--- src/sv/assert_macros.svh ---
// Assertion macros used by the RTL core of the depth trial selector.
`ifndef ASSERT_MACROS_SVH
`define ASSERT_MACROS_SVH

// Same-cycle implication, checked on every rising edge outside reset.
`define ASSERT_SAME(lbl, a, b) \
  lbl: assert property (@(posedge clk) disable iff (rst) (a) |-> (b)) \
    else $error("assertion failed: same-cycle implication");

// Next-cycle implication, checked on every rising edge outside reset.
`define ASSERT_NEXT(lbl, a, b) \
  lbl: assert property (@(posedge clk) disable iff (rst) (a) |=> (b)) \
    else $error("assertion failed: next-cycle implication");

`endif

--- src/sv/dts_pkg.sv ---
// Shared types and constants of the depth trial selector.
package dts_pkg;

  localparam int MAX_TRIALS = 64;
  localparam int IDX_W      = $clog2(MAX_TRIALS);
  localparam int CNT_W      = $clog2(MAX_TRIALS + 1);
  localparam int E_W        = 18;
  localparam int C_W        = 20;
  localparam int LIM_W      = 18;
  localparam int SUM_W      = E_W + 3;
  localparam int DIV_W      = E_W + 1;
  localparam int MUL_W      = C_W + 1;
  localparam int SQ_W       = 2 * C_W + 1;
  localparam int LSQ_W      = 2 * LIM_W;

  localparam logic signed [E_W-1:0] ONE_Q16 = E_W'(65536);
  localparam logic [LIM_W-1:0] LIM_RESET = LIM_W'(768);

  typedef enum logic [1:0] {
    ST_OK   = 2'd0,
    ST_NONE = 2'd1,
    ST_END  = 2'd2
  } status_t;

  typedef enum logic [3:0] {
    S_IDLE,
    S_LIM,
    S_LSQ,
    S_RD,
    S_ACC,
    S_CHK,
    S_DIV,
    S_DX,
    S_DY,
    S_CMP,
    S_NEXT,
    S_DEC,
    S_RRD,
    S_RACC,
    S_FRD,
    S_FLD
  } seq_state_t;

  typedef struct packed {
    logic signed [E_W-1:0] energy;
    logic signed [C_W-1:0] x;
    logic signed [C_W-1:0] y;
    logic signed [C_W-1:0] z;
    logic signed [C_W-1:0] radius;
  } trial_t;

  typedef struct packed {
    logic                  valid;
    logic signed [C_W-1:0] x;
    logic signed [C_W-1:0] y;
    logic signed [C_W-1:0] z;
    logic signed [C_W-1:0] radius;
    logic [IDX_W-1:0]      index;
    status_t               status;
  } result_t;

endpackage

--- src/sv/dts_div.sv ---
// Divide unit for the smoothing quotient: divides by one, two or three in one step.
module dts_div (
  input  logic                    clk,
  input  logic                    rst,
  input  logic                    start,
  input  logic [dts_pkg::DIV_W-1:0] dividend,
  input  logic [1:0]              divisor,
  output logic                    busy,
  output logic [dts_pkg::DIV_W-1:0] quotient
);
  import dts_pkg::*;

  // Scaled reciprocal of three; the product is exact over the whole dividend range.
  localparam int RECIP_SH = DIV_W + 2;
  localparam int PROD_W   = 2 * DIV_W + 1;
  localparam logic [DIV_W:0] RECIP3 = (DIV_W+1)'((1 << RECIP_SH) / 3 + 1);

  logic [DIV_W-1:0]  dvd;
  logic [1:0]        dvs;
  logic [PROD_W-1:0] prod;
  logic [DIV_W-1:0]  q_next;

  // Quotient of the registered operands: pass, shift, or reciprocal multiply.
  always_comb begin
    prod = PROD_W'(dvd) * PROD_W'(RECIP3);
    unique case (dvs)
      2'd2:    q_next = dvd >> 1;
      2'd3:    q_next = {1'b0, prod[PROD_W-1:RECIP_SH]};
      default: q_next = dvd;
    endcase
  end

  // Busy for the one cycle in which the quotient is formed.
  always_ff @(posedge clk) begin
    if (rst) begin
      busy <= 1'b0;
    end else begin
      busy <= start;
    end
  end

  // Operands are taken on start, the quotient in the following busy cycle.
  always_ff @(posedge clk) begin
    if (start) begin
      dvd <= dividend;
      dvs <= divisor;
    end
    if (busy) begin
      quotient <= q_next;
    end
  end

endmodule

--- src/sv/dts_seq.sv ---
// Selection sequencer: smoothing, distance mask, argmin, refinement, fetch.
module dts_seq (
  input  logic                        clk,
  input  logic                        rst,
  input  logic                        start,
  input  logic [dts_pkg::CNT_W-1:0]   start_n,
  input  logic [dts_pkg::LIM_W-1:0]   lim,
  input  logic signed [dts_pkg::C_W-1:0] held_x,
  input  logic signed [dts_pkg::C_W-1:0] held_y,
  output logic                        ready,
  output logic [dts_pkg::IDX_W-1:0]   rd_addr,
  input  dts_pkg::trial_t             rd_data,
  output dts_pkg::result_t            res,
  input  logic                        res_take
);
  import dts_pkg::*;

  seq_state_t state, state_next;

  logic [CNT_W-1:0]        n;
  logic [CNT_W-1:0]        i;
  logic [CNT_W-1:0]        j;
  logic [IDX_W-1:0]        m;
  logic                    found;
  logic signed [E_W-1:0]   best;
  logic signed [SUM_W-1:0] sum;
  logic signed [E_W-1:0]   mn;
  logic signed [E_W-1:0]   mx;
  logic signed [E_W-1:0]   sm;
  logic                    neg;
  logic signed [C_W-1:0]   cur_x;
  logic signed [C_W-1:0]   cur_y;
  logic [LSQ_W-1:0]        limsq;
  logic signed [2*MUL_W-1:0] mul_q;
  logic [SQ_W-1:0]         dsq;
  logic                    res_valid;
  logic signed [C_W-1:0]   res_x, res_y, res_z, res_r;
  logic [IDX_W-1:0]        res_idx;
  status_t                 res_status;

  // Window bounds for the current trial, clipped to the stored range.
  logic [CNT_W:0]          ip2;
  logic [CNT_W-1:0]        last;
  logic [CNT_W-1:0]        win_lo;
  logic [CNT_W-1:0]        win_hi;
  logic [CNT_W-1:0]        win_cnt;

  always_comb begin
    last    = n - CNT_W'(1);
    ip2     = {1'b0, i} + (CNT_W+1)'(2);
    win_lo  = (i >= CNT_W'(2)) ? i - CNT_W'(2) : '0;
    win_hi  = (ip2 <= {1'b0, last}) ? ip2[CNT_W-1:0] : last;
    win_cnt = win_hi - win_lo + CNT_W'(1);
  end

  // Window numerator and its magnitude for the divider.
  logic signed [SUM_W-1:0] num;
  logic signed [SUM_W-1:0] mag;
  logic                    div_start;
  logic                    div_busy;
  logic [DIV_W-1:0]        div_q;
  logic signed [DIV_W:0]   q_s;

  always_comb begin
    num       = sum - SUM_W'(mn) - SUM_W'(mx);
    mag       = num[SUM_W-1] ? -num : num;
    div_start = (state == S_CHK) && (win_cnt >= CNT_W'(3));
    q_s       = neg ? -$signed({1'b0, div_q}) : $signed({1'b0, div_q});
  end

  dts_div u_div (
    .clk      (clk),
    .rst      (rst),
    .start    (div_start),
    .dividend (mag[DIV_W-1:0]),
    .divisor  (2'(win_cnt - CNT_W'(2))),
    .busy     (div_busy),
    .quotient (div_q)
  );

  // Shared multiplier: limit squared, then dx squared and dy squared per compared trial.
  logic signed [MUL_W-1:0] dx;
  logic signed [MUL_W-1:0] dy;
  logic signed [MUL_W-1:0] mul_a;

  always_comb begin
    dx = MUL_W'(cur_x) - MUL_W'(held_x);
    dy = MUL_W'(cur_y) - MUL_W'(held_y);
    unique case (state)
      S_LIM:   mul_a = $signed({{(MUL_W-LIM_W){1'b0}}, lim});
      S_DX:    mul_a = dx;
      default: mul_a = dy;
    endcase
  end

  // Distance mask and argmin update.
  logic [SQ_W:0] d2;
  logic          far;
  logic          take_min;

  always_comb begin
    d2       = {1'b0, dsq} + {1'b0, mul_q[SQ_W-1:0]};
    far      = d2 > (SQ_W+1)'(limsq);
    take_min = !far && (!found || (sm < best));
  end

  // Refinement step against raw energies.
  logic             ref_lt;
  logic [CNT_W-1:0] ref_m;
  logic [CNT_W-1:0] ref_j;
  logic [CNT_W:0]   ref_mp1;
  logic [CNT_W-1:0] ref_bnd;
  logic             ref_more;

  always_comb begin
    ref_lt   = rd_data.energy < best;
    ref_m    = ref_lt ? j : CNT_W'(m);
    ref_j    = j + CNT_W'(1);
    ref_mp1  = {1'b0, ref_m} + (CNT_W+1)'(1);
    ref_bnd  = (ref_mp1 <= {1'b0, last}) ? ref_mp1[CNT_W-1:0] : last;
    ref_more = ref_j <= ref_bnd;
  end

  // Decision on the argmin.
  logic dec_none;
  logic dec_end;

  always_comb begin
    dec_none = !found || (best == ONE_Q16);
    dec_end  = (m == '0) || (CNT_W'(m) == last);
  end

  // State register.
  always_ff @(posedge clk) begin
    if (rst) begin
      state <= S_IDLE;
    end else begin
      state <= state_next;
    end
  end

  // Next state and port outputs.
  always_comb begin
    state_next = state;
    ready      = (state == S_IDLE) && !res_valid;
    rd_addr    = (state == S_FRD) ? m : j[IDX_W-1:0];
    unique case (state)
      S_IDLE: begin
        if (start) begin
          state_next = S_LIM;
        end
      end
      S_LIM:  state_next = S_LSQ;
      S_LSQ:  state_next = S_RD;
      S_RD:   state_next = S_ACC;
      S_ACC: begin
        state_next = (j == win_hi) ? S_CHK : S_RD;
      end
      S_CHK: begin
        if (win_cnt == CNT_W'(2)) begin
          state_next = S_NEXT;
        end else if (win_cnt == CNT_W'(1)) begin
          state_next = S_DX;
        end else begin
          state_next = S_DIV;
        end
      end
      S_DIV: begin
        if (!div_busy) begin
          state_next = S_DX;
        end
      end
      S_DX:   state_next = S_DY;
      S_DY:   state_next = S_CMP;
      S_CMP:  state_next = S_NEXT;
      S_NEXT: begin
        state_next = (i == last) ? S_DEC : S_RD;
      end
      S_DEC: begin
        state_next = (dec_none || dec_end) ? S_IDLE : S_RRD;
      end
      S_RRD:  state_next = S_RACC;
      S_RACC: begin
        state_next = ref_more ? S_RRD : S_FRD;
      end
      S_FRD:  state_next = S_FLD;
      S_FLD:  state_next = S_IDLE;
      default: state_next = S_IDLE;
    endcase
  end

  // Result handshake toward the output register.
  always_ff @(posedge clk) begin
    if (rst) begin
      res_valid <= 1'b0;
    end else if ((state == S_DEC && (dec_none || dec_end)) || state == S_FLD) begin
      res_valid <= 1'b1;
    end else if (res_take) begin
      res_valid <= 1'b0;
    end
  end

  // Datapath registers, sequenced by state.
  always_ff @(posedge clk) begin
    unique case (state)
      S_IDLE: begin
        n     <= start_n;
        i     <= '0;
        found <= 1'b0;
      end
      S_LIM: begin
        mul_q <= mul_a * mul_a;
      end
      S_LSQ: begin
        limsq <= mul_q[LSQ_W-1:0];
        j     <= '0;
      end
      S_ACC: begin
        if (j == win_lo) begin
          sum <= SUM_W'(rd_data.energy);
          mn  <= rd_data.energy;
          mx  <= rd_data.energy;
        end else begin
          sum <= sum + SUM_W'(rd_data.energy);
          if (rd_data.energy < mn) begin
            mn <= rd_data.energy;
          end
          if (rd_data.energy > mx) begin
            mx <= rd_data.energy;
          end
        end
        if (j == i) begin
          cur_x <= rd_data.x;
          cur_y <= rd_data.y;
        end
        j <= j + CNT_W'(1);
      end
      S_CHK: begin
        neg <= num[SUM_W-1];
        sm  <= sum[E_W-1:0];
      end
      S_DIV: begin
        sm <= q_s[E_W-1:0];
      end
      S_DX: begin
        mul_q <= mul_a * mul_a;
      end
      S_DY: begin
        dsq   <= mul_q[SQ_W-1:0];
        mul_q <= mul_a * mul_a;
      end
      S_CMP: begin
        if (take_min) begin
          found <= 1'b1;
          best  <= sm;
          m     <= i[IDX_W-1:0];
        end
      end
      S_NEXT: begin
        i <= i + CNT_W'(1);
        j <= (i >= CNT_W'(1)) ? i - CNT_W'(1) : '0;
      end
      S_DEC: begin
        res_x <= '0;
        res_y <= '0;
        res_z <= '0;
        res_r <= '0;
        if (dec_none) begin
          res_idx    <= '0;
          res_status <= ST_NONE;
        end else begin
          res_idx    <= m;
          res_status <= dec_end ? ST_END : ST_OK;
        end
        j <= CNT_W'(m) - CNT_W'(1);
      end
      S_RACC: begin
        if (ref_lt) begin
          best <= rd_data.energy;
          m    <= j[IDX_W-1:0];
        end
        j <= ref_j;
      end
      S_FLD: begin
        res_x   <= rd_data.x;
        res_y   <= rd_data.y;
        res_z   <= rd_data.z;
        res_r   <= rd_data.radius;
        res_idx <= m;
      end
      default: begin
      end
    endcase
  end

  always_comb begin
    res.valid  = res_valid;
    res.x      = res_x;
    res.y      = res_y;
    res.z      = res_z;
    res.radius = res_r;
    res.index  = res_idx;
    res.status = res_status;
  end

endmodule
--- config.mk ---
export PLATFORM = sky130hd
export DESIGN_NAME = dts_seq
export DESIGN_NICKNAME = d
export VERILOG_FILES = /design/src/sv/assert_macros.svh /design/src/sv/dts_pkg.sv /design/src/sv/dts_div.sv /design/src/sv/dts_seq.sv
export SDC_FILE = /design/constraint.sdc
export NUM_CORES = 2
export LEC_CHECK = 0
export BUFFER_PORTS_ARGS = -buffer_cell sky130_fd_sc_hd__buf_2
export CAP_MARGIN = 20
export CORE_MARGIN = 8
export CORE_UTILIZATION = 60
export DETAILED_ROUTE_END_ITERATION = 12
export MAX_ROUTING_LAYER = met4
export PLACE_DENSITY = 0.82
export SLEW_MARGIN = 10
export SYNTH_ARGS = -nofsm -noshare
export SYNTH_HDL_FRONTEND = slang
export SYNTH_SLANG_ARGS = --single-unit
--- constraint.sdc ---
create_clock -name clk -period 20.6 [get_ports clk]
set_input_delay 1.03 -clock clk [delete_from_list [all_inputs] [get_ports clk]]
set_output_delay 1.03 -clock clk [all_outputs]
set_load 0.05 [all_outputs]
==> metrics.txt <==
count of standard-cell rows=101; Worst Hold Class=flop to flop; buffer type at the clock tree root=sky130_fd_sc_hd__clkbuf_16; Post-Syn Area per Cell=10.1 µm²; final worst path period need=~10 ns; fraction of the mapped netlist area in compound gates=under 10%; vias per cell=5.78; fraction of synthesized area in multiplexers=1.14%; vertical die dimension=292 µm; final setup vio count=0; wire length reported by the detailed router=115 mm; level count of the clock H-tree=2; most common library cell in the layout ignoring fill and taps=sky130_fd_sc_hd__inv_1; First-pass DRT Iterations=5; largest fanout on the critical path=26; final global-route overflow total=0; clock latency of the later-clocked register in the worst-skew pair=around 0.60 ns; count of buffers added by post-CTS timing repair for setup=0; first element of the critical path=held_x[0]; detailed-route via count=between 30000 and 40000; post-CTS clock slew at the launch and capture registers of the worst setup and hold paths=0.06 ns; worst clock skew=approximately 0.022 ns; area enclosed by the die boundary=about 85000 µm²; Netlist Area Pre-Place=45800 µm²; number of distinct library cells after synthesis=92; number of synthesized flops with an enable pin=404; proportion of synthesized flip-flops having asynchronous set or reset=0%; via count of the first global-routing pass=34900; most used flip-flop cell after synthesis=sky130_fd_sc_hd__edfxtp_1; biggest cell delay along the critical path=0.73 ns; final core utilization=65.6%; pin count of the biggest net entering global routing=81; most frequent cell on the critical path=sky130_fd_sc_hd__fa_1; Gate Count Post-Synth=around 4600; number of filler cells placed in the layout=5812; area added between synthesis and finish=8.53%; Buffers & Inverters on Critical Path=8; floorplan die width=292 µm; non-filler cells, final=5806; Final Worst Setup Slack=slightly above 10 ns; share of the cycle needed by the critical path after routing=49.9%; hold buffer count at CTS=0; category of the worst setup path capture point=flop; number of pins with negative max-slew slack in the final report=0; flip-flop and latch count after synthesis=between 400 and 500; post-CTS sizing=0; FF-to-FF setup slack=10.41 ns; number of nets in the layout=roughly 6000; sequential share of the synthesized area=26.7%; initial antenna violation count=7; All-Layer GR Usage=between 20 and 30%; main combinational cell family by area after synthesis=adder cells; count of port buffers added during placement=roughly 260; global-route wire length before repair=183 mm; aggregate negative setup slack=0 ns; Starting DRT DRC Count=2672; number of logic stages on the critical path including buffering=35; worst reg2reg endpoint=mul_q[35]$_DFFE_PP_; area fraction in and, or, nand and nor cells after synthesis=10.9%; post-detail-place hpwl=93.7 mm; dpl cells=about 5700; required time of the worst setup path=20.94 ns; average wire length per cell after detail routing=19.8 µm; leading cell types in the layout, fill and taps excluded=sky130_fd_sc_hd__inv_1 (904), sky130_fd_sc_hd__fa_1 (540), sky130_fd_sc_hd__ha_1 (518); number of sinks handled by clock tree synthesis=around 400; Crit-path slowest cell=sky130_fd_sc_hd__fa_1; max-slew headroom at the worst pin=about a quarter; max-cap violation count=0; startpoint of the worst register-to-register path=state[3]$_SDFFE_PP0P_; IO Count=between 200 and 300; critical path type=input pin to flop; xor/xnor share of the synthesized area=5.07%; result of the run=complete, no violations; starting density of the core=60.4%; clock buffers created by TritonCTS=46; worst slack after detailed placement=9.73 ns; endpoint of the worst setup timing path=mul_q[40]$_DFFE_PP_; count of synthesis-stage warnings from yosys=0; Syn Nets=5775; area used by multi-input combinational logic=29800 µm²; cell class contributing the biggest share of worst-path delay=adder cells; arrival time of data at the critical path endpoint=around 11 ns; type of element launching the critical path=input pin; fraction of layout instances using a drive strength above 1=9.01%; core area=75800 µm²; remaining antenna violation count after routing=0; upper clock frequency limit=97.2 MHz; Post-Synth Adder-Cell Area=a little under two fifths; CTS tree=built; sequential standard cell area=12300 µm²; number of endpoints with negative hold slack in the final report=0; cell count of the worst reg-to-reg path=30; slew at the pin closest to its max-slew limit=between 1 and 1.5 ns; number of remaining DRC errors=0; unrepaired setup endpoints after global routing=no; weighted congestion at the end of routability-driven global placement=0.975; clock tree buffer depth=3
## kinds of logic after synthesis
family,Yosys count
XOR/XNOR,265
flip-flops,410
AO/OA/AOI/OAI,696
buffers and inverters,1020
multiplexers,50
adder cells (fa/ha/maj),1058
AND/OR/NAND/NOR,1051
## how the worst min path moves through the flow
stage	startpoint	endpoint	slack, ns	cells after the start
2_1_floorplan	mul_q[36]$_DFFE_PP_	dsq[36]$_DFFE_PP_	0.43	0
3_3_place_gp	mul_q[37]$_DFFE_PP_	dsq[37]$_DFFE_PP_	0.45	0
3_5_place_dp	mul_q[36]$_DFFE_PP_	dsq[36]$_DFFE_PP_	0.45	0
4_1_cts	mul_q[36]$_DFFE_PP_	dsq[36]$_DFFE_PP_	0.46	0
5_1_grt	mul_q[38]$_DFFE_PP_	dsq[38]$_DFFE_PP_	0.48	0
6_report	mul_q[36]$_DFFE_PP_	dsq[36]$_DFFE_PP_	0.46	0
## layout make-up
class                   instances  area share (%)
diodes                          9          0.0453
clock buffers                  50            2.35
clock inverters                34           0.682
inverters                     915            6.91
multi-input cells            3120            59.9
flip-flops and latches        410            24.6
well taps                     978            2.46
repair buffers                290            3.07
## metrics by stage
step / area [µm²] / hold slack, ns
global route: 49700 / 0.476
detailed placement: 48200 / 0.446
finish: 49700 / 0.463
CTS: 49700 / 0.464
floorplan: 45800 / 0.433
global placement: 48200 / 0.448
## Yosys cell counts (all sizes together) (28+ instances only)
master,n,area share (%)
a21o,109,1.8
xnor2,161,3.1
nor2b,35,0.48
clkbuf,77,0.63
a31oi,34,0.48
nand4,35,0.48
buf,28,0.29
fa,540,24
nand2b,34,0.46
inv,909,7.4
nor2,298,2.4
and2,103,1.4
nand2,338,2.8
xor2,104,2.0
nand3,58,0.63
mux2i,31,0.68
a21oi,202,2.2
o21a,36,0.59
edfxtp,404,26
nor3,43,0.48
o21ai,134,1.5
ha,518,14
## flip-flops by register name, indices dropped and copies added (netlist names), 21 cells and up
signal / count
limsq: 35
mul_q: 40
dsq: 40
sum: 21
## metal layers
layer  vias to the layer above  global-route usage, %  share of wire [%]
met1                     16400                   34.3                 40
met3                       257                   5.70                9.1
met4                         0                   8.76                3.4
met2                      1455                   45.2                 48
met5                         -                      -                  0
li1                      15500                      -                  -
Power is not shown: default switching activity piles up to over one toggle a cycle in this logic, so the estimate is an artifact.
